--- config.mk ---
export PLATFORM = sky130hd
export DESIGN_NAME = icf_ctrl
export DESIGN_NICKNAME = d
export VERILOG_FILES = /design/src/icf_pkg.sv /design/src/icf_ctrl.sv
export SDC_FILE = /design/constraint.sdc
export NUM_CORES = 1
export LEC_CHECK = 0
export ABC_AREA = 1
export BUFFER_PORTS_ARGS = -buffer_cell sky130_fd_sc_hd__buf_2
export CORE_AREA = 2 2 39 41
export CTS_BUF_LIST = sky130_fd_sc_hd__clkbuf_8
export DETAILED_ROUTE_END_ITERATION = 12
export DIE_AREA = 0 0 41 43
export GPL_TIMING_DRIVEN = 0
export SYNTH_ARGS = -nofsm -noshare
export SYNTH_HDL_FRONTEND = slang
export SYNTH_SLANG_ARGS = --single-unit
--- constraint.sdc ---
create_clock -name i_clk -period 0.9 [get_ports i_clk]
set_input_delay 0.225 -clock i_clk [delete_from_list [all_inputs] [get_ports i_clk]]
set_output_delay 0.225 -clock i_clk [all_outputs]
set_load 0.02 [all_outputs]
--- src/icf_pkg.sv ---
`default_nettype none
package icf_pkg;

    localparam int KMAX      = 5;
    localparam int NUM_KROWS = 5;
    localparam int COEF_BITS = 8;
    localparam int MAX_WIDTH = 2048;
    localparam int LS_SLOTS  = (KMAX > 1) ? KMAX - 1 : 1;
    localparam int K_W       = $clog2(KMAX + 1);
    localparam int CNT_W     = 11;
    localparam int COL_AW    = $clog2(MAX_WIDTH);
    localparam int PIX_W     = 8;
    localparam int ROW_W     = 40;
    localparam int SCALE_W   = 24;
    localparam int SUM_W     = 22;
    localparam int PROD_W    = SUM_W + SCALE_W;
    localparam int CFG_AW    = 3;
    localparam int CFG_DW    = 40;

    localparam logic [CFG_AW-1:0] REG_KSIZE = 3'd5;
    localparam logic [CFG_AW-1:0] REG_SCALE = 3'd6;
    localparam logic [CFG_AW-1:0] REG_FRAME = 3'd7;

    typedef enum logic [2:0] {
        ST_IDLE,
        ST_SHIFT,
        ST_MAC,
        ST_MUL,
        ST_OUT
    } t_state;

    typedef struct packed {
        logic accept;
        logic shift;
        logic mac_step;
        logic mul;
        logic load_out;
    } t_cmd;

    typedef struct packed {
        logic full;
        logic mac_last;
        logic out_busy;
    } t_status;

    function automatic logic [K_W-1:0] clamp_k(input logic [2:0] v);
        logic [K_W-1:0] r;
        if (v == 3'd0) begin
            r = K_W'(1);
        end else if (32'(v) > KMAX) begin
            r = K_W'(KMAX);
        end else begin
            r = K_W'(v);
        end
        return r;
    endfunction

endpackage
`default_nettype wire

--- src/icf_ctrl.sv ---
`default_nettype none
module icf_ctrl (
    input  wire logic            i_clk,
    input  wire logic            i_rst_n,
    input  wire logic            i_in_valid,
    output logic                 o_in_ready,
    input  wire icf_pkg::t_status i_status,
    output icf_pkg::t_cmd        o_cmd
);
    import icf_pkg::*;

    t_state r_state, n_state;

    always_ff @(posedge i_clk) begin
        if (!i_rst_n) begin
            r_state <= ST_IDLE;
        end else begin
            r_state <= n_state;
        end
    end

    always_comb begin
        n_state = r_state;
        unique case (r_state)
            ST_IDLE: begin
                if (i_in_valid) n_state = ST_SHIFT;
            end
            ST_SHIFT: begin
                n_state = ST_OUT;
            end
            ST_MAC: begin
                if (i_status.mac_last) n_state = ST_MUL;
            end
            ST_MUL: begin
                n_state = ST_OUT;
            end
            ST_OUT: begin
                if (!i_status.out_busy) n_state = ST_IDLE;
            end
            default: n_state = ST_IDLE;
        endcase
        if (r_state == ST_SHIFT && i_status.full) n_state = ST_MAC;
    end

    always_comb begin
        o_cmd      = '0;
        o_in_ready = 1'b0;
        unique case (r_state)
            ST_IDLE: begin
                o_in_ready   = 1'b1;
                o_cmd.accept = i_in_valid;
            end
            ST_SHIFT: o_cmd.shift    = 1'b1;
            ST_MAC:   o_cmd.mac_step = 1'b1;
            ST_MUL:   o_cmd.mul      = 1'b1;
            ST_OUT:   o_cmd.load_out = !i_status.out_busy;
            default: ;
        endcase
    end

endmodule
`default_nettype wire

=== After elaboration in Yosys (flattened, before gate mapping) ===
Index checks and enable logic that the tools add are counted.

* Bits in registers: 3
* Bits of input ports: 6
* Output and inout port bits: 6
* Word-level logic and storage cells: 31

* Equal/unequal tests: 10
* Mux-type cells: 11
* Bitwise operators: 1
* Reductions and logical operators: 7

{| class="wikitable"
|+ Operators by type and width
! operator !! number
|-
| case mux 3 bit (4 select lines) || 1
|-
| 2-to-1 mux 3 bit || 3
|-
| inequality test 3 bit (second input constant) || 3
|-
| == test 3 x 2 -> 1 bit (second input constant) || 2
|-
| 2-to-1 mux 1 bit || 6
|-
| inequality test 2 bit (second input constant) || 3
|-
| AND reduction 3 bit || 2
|-
| OR reduction 2 bit || 2
|-
| == test 3 x 1 -> 1 bit (second input constant) || 1
|-
| == test 3 bit (second input constant) || 1
|-
| logical NOT 3 bit || 1
|-
| 2-to-1 mux 2 bit || 1
|-
| logical AND 1 bit || 1
|-
| logical NOT 1 bit || 1
|-
| inverter 1 bit || 1
|}

=== Depth between registers and ports, before layout ===
* Depth after elaboration: 4
* Mapped depth: 5
* Depth with buffers taken out: 5

=== Worst setup path after synthesis ===
OpenSTA, ideal clock, no wires.

* Path kind: register to output
* Start point: reg r_state[2]
* End point: out o_cmd[4] (netlist name)
* Data arrival time: 0.998 ns
* Required time: 0.675 ns
* Path slack: -0.323 ns
* Stages on the path, launching flop included: 4
* Buffers on the path: 0
* Cell sequence: dfxtp_1 nor2_4 inv_2 nor3_1

{| class="wikitable"
|+ RTL lines
! item !! RTL line !! text
|-
| start, declared || icf_ctrl.sv:12 || <nowiki>t_state r_state, n_state;</nowiki>
|-
| start signal, assigned || icf_ctrl.sv:18 || <nowiki>r_state <= n_state;</nowiki>
|-
| end, declared || icf_ctrl.sv:8 || <nowiki>output icf_pkg::t_cmd o_cmd</nowiki>
|}

==> impl_metrics.py <==
metrics = {
    "run_status": {
        "status": "complete, but fails checks",
        "violations": "setup timing",
    },
    "routing": {
        "drc": 0,
        "viasPerCell": 3.98,
        "ant_nets": 0,
        "drt_iter0_drc": 0,
        "drtPass1Iterations": 1,
        "wl_um": 532,
        "avgRoutedWirePerCell_um": 8.31,
        "vias": 255,
    },
    "logic_synthesis": {
        "syn_avg_cell_area_um2": 6.88,
        "yosysMostFrequentCell": "nor2_1",
        "synth_edf_count": 0,
        "yosys.area.top_type": "dfxtp_1",
        "synth_cell_types": 14,
        "synthCells": 28,
        "synth.top_cell.area_share_pct": 31.2,
        "seq_area_frac_synth_pct": 31.2,
        "synth_area_leaders": "dfxtp_1, nand3_2, nor2_1",
        "yosys-top-cells-count": "nor2_1, dfxtp_1, inv_1, inv_2, nand2_1",
        "ys_ff_latch": 3,
        "yosysWarnings": 0,
        "synthesis.area_um2": 193,
        "synth-main-ff-cell": "dfxtp_1",
        "synthArstFlopShare_pct": 0,
        "synth_nets": 34,
    },
    "final_layout": {
        "multi_input_area_um2": 173,
        "area_delta_synth_final_pct": 139,
        "regMostFlops": "r_state",
        "top_regs": "r_state: 3 flops",
        "drive_gt1_share_pct": 83.3,
        "utilization_pct": 33.3,
        "diodes": 0,
        "largest_reg_flops": 3,
        "regArea_um2": 71.3,
        "final_nets": 55,
        "fill_cells": 149,
    },
    "global_routing": {
        "grt_pass1_wl_um": 910,
        "antenna_found_initial": 0,
        "use_met3_pct": 3.14,
        "top_usage_layer": "met2",
        "grt_overflow": 0,
        "met1_usage_pct": 8.92,
        "met2_usage_pct": 11.3,
        "grt_pass1_vias": 245,
        "grtUsageTotal_pct": 8.21,
        "grt_start_max_net_pins": 8,
    },
    "cts": {
        "htreeDepth": 1,
        "cts_buffers": 3,
        "cts_root_buf": "clkbuf_8",
        "clock_sinks": 3,
        "insertion_delay_ns": 0.21,
        "clkTransAtPathRegs_ns": 0.03,
        "cts_tree": "yes",
        "clockBufferDepth": 2,
    },
    "setup_path": {
        "crit_slowest_cell": "dfxtp_4",
        "cp-startpoint": "r_state[0]$_SDFFE_PP0P_",
        "crit_fanout": 3,
        "crit_arrival_ns": 1.00,
        "critPathRequiredTime_ns": 0.67,
        "critPathMaxStageDelay_ns": 0.35,
        "end_kind": "primary output",
        "startpoint_type": "flip-flop",
        "path_cells": "nor2_4 > inv_2 > nor3_4 > buf_6",
        "r2r-start": "r_state[0]$_SDFFE_PP0P_",
        "crit_type": "reg -> out",
    },
    "sta": {
        "worst_slew_pin_slew_ns": 0.128,
        "relSlewSlack_pct": 91.4,
        "setup_violations": 8,
        "fin_crit_ns": 1.23,
        "hold_violations": 0,
        "clock_skew_ns": 0.00207,
        "setup_tns_ns": -2.03,
        "hold_ws_ns": 0.250,
        "max_freq_mhz": 815,
        "grt_setup_unrepaired": "true",
        "fin_ws_ns": -0.327,
        "period_share_pct": 136,
        "maxSlewViolCount": 0,
    },
    "placed_design": {
        "place.gp.congestion": 0.701,
        "port_buffers": 11,
    },
    "min_path": {
        "hp-class": "in -> reg",
        "min_from": "i_rst_n",
    },
    "flow_run": {
        "maxCapViolCount": 0,
    },
    "die": {
        "io_pins": 12,
        "initial_core_util_pct": 13.9,
        "die_w_um": 41,
        "coreArea_mm2": 0.00138,
        "rows": 14,
        "dieArea_mm2": 0.00176,
        "fp.dieH_um": 43,
    },
    "power_and_ir_drop": {
        "p_leak_nw": 0.202,
        "powerDensity_mw_per_mm2": 2870,
        "peakVddDrop_mv": 1.07,
        "swShare_pct": 37.8,
        "clock_power_share_pct": 28.7,
        "p_seq_share_pct": 18.8,
        "combPwrFrac_pct": 52.5,
        "power.internal_uw": 823,
        "power.net_switching_uw": 500,
    },
}
-- what timing repair did --
action	4_1_cts	5_1_grt
gates resized for setup	12	5
pin swaps	3	1
hold buffers	0	0
endpoints found under the setup margin	6	9
cloned	0	0
setup buffers	5	1
-- placed cells by master, fill, tap and decap left out, drive strengths merged, types with 3 or more instances in the layout --
| cell | netlist | routed |
|---|---|---|
| buf | 0 | 16 |
| nor2 | 8 | 8 |
| inv | 6 | 7 |
| clkbuf | 0 | 3 |
| dfxtp | 3 | 3 |
| nand2 | 3 | 3 |
| nand3 | 3 | 3 |
-- worst max-delay path: cells and delay by family (launching register included) --
| family | cells | cell delay [ns] |
|---|---|---|
| buf+inv | 2 | 0.19 |
| flops | 1 | 0.35 |
| simple gates | 2 | 0.24 |
-- power groups by stage --
stage               clock (mW)  combinational, mW  sequential (mW)
floorplan                    0              0.360            0.245
global placement             0              0.454            0.251
detailed placement           0              0.458            0.252
CTS                      0.390              0.639            0.248
global route             0.401              0.759            0.256
finish                   0.380              0.694            0.248
-- layout make-up --
| cell class | instances | area share (%) |
|---|---|---|
| multi-input combinational | 19 | 37.5 |
| timing repair buffer | 16 | 27.4 |
| sequential | 3 | 15.5 |
| clock buffer | 3 | 8.97 |
| inverter | 6 | 5.43 |
| tap | 16 | 4.35 |
| clock inverter | 1 | 0.815 |
-- stage by stage --
stage	setup WS [ns]	power (mW)	area, um^2	std cells
after global routing	-0.372	1.42	460	64
final	-0.327	1.32	460	64
after global placement	-0.168	0.705	323	55
after detailed placement	-0.168	0.710	323	55
after CTS	-0.340	1.28	439	64
after floorplan	-0.0777	0.605	248	28
-- worst paths after layout --
kind | to | slack [ns] | cells after the start
max | o_cmd[4] | -0.33 | 4
min | r_state[0]$_SDFFE_PP0P_ | 0.25 | 3
max reg2reg | r_state[0]$_SDFFE_PP0P_ | -0.13 | 6
min reg2reg | r_state[2]$_SDFFE_PP0P_ | 0.54 | 2
-- routing by layer --
layer	vias to the layer above	wire length (um)
met4	0	6
met3	2	34
met1	113	230
met2	9	262
li1	131	-
met5	-	0
-- kinds of logic after synthesis --
| group | after synthesis | synth area share [%] |
|---|---|---|
| AOI/OAI and AO/OA | 2 | 6.49 |
| DFF | 3 | 31.2 |
| buffers and inverters | 6 | 11.7 |
| and+or+nand+nor | 17 | 50.6 |
Note: power is estimated with default switching activity, not from simulation.
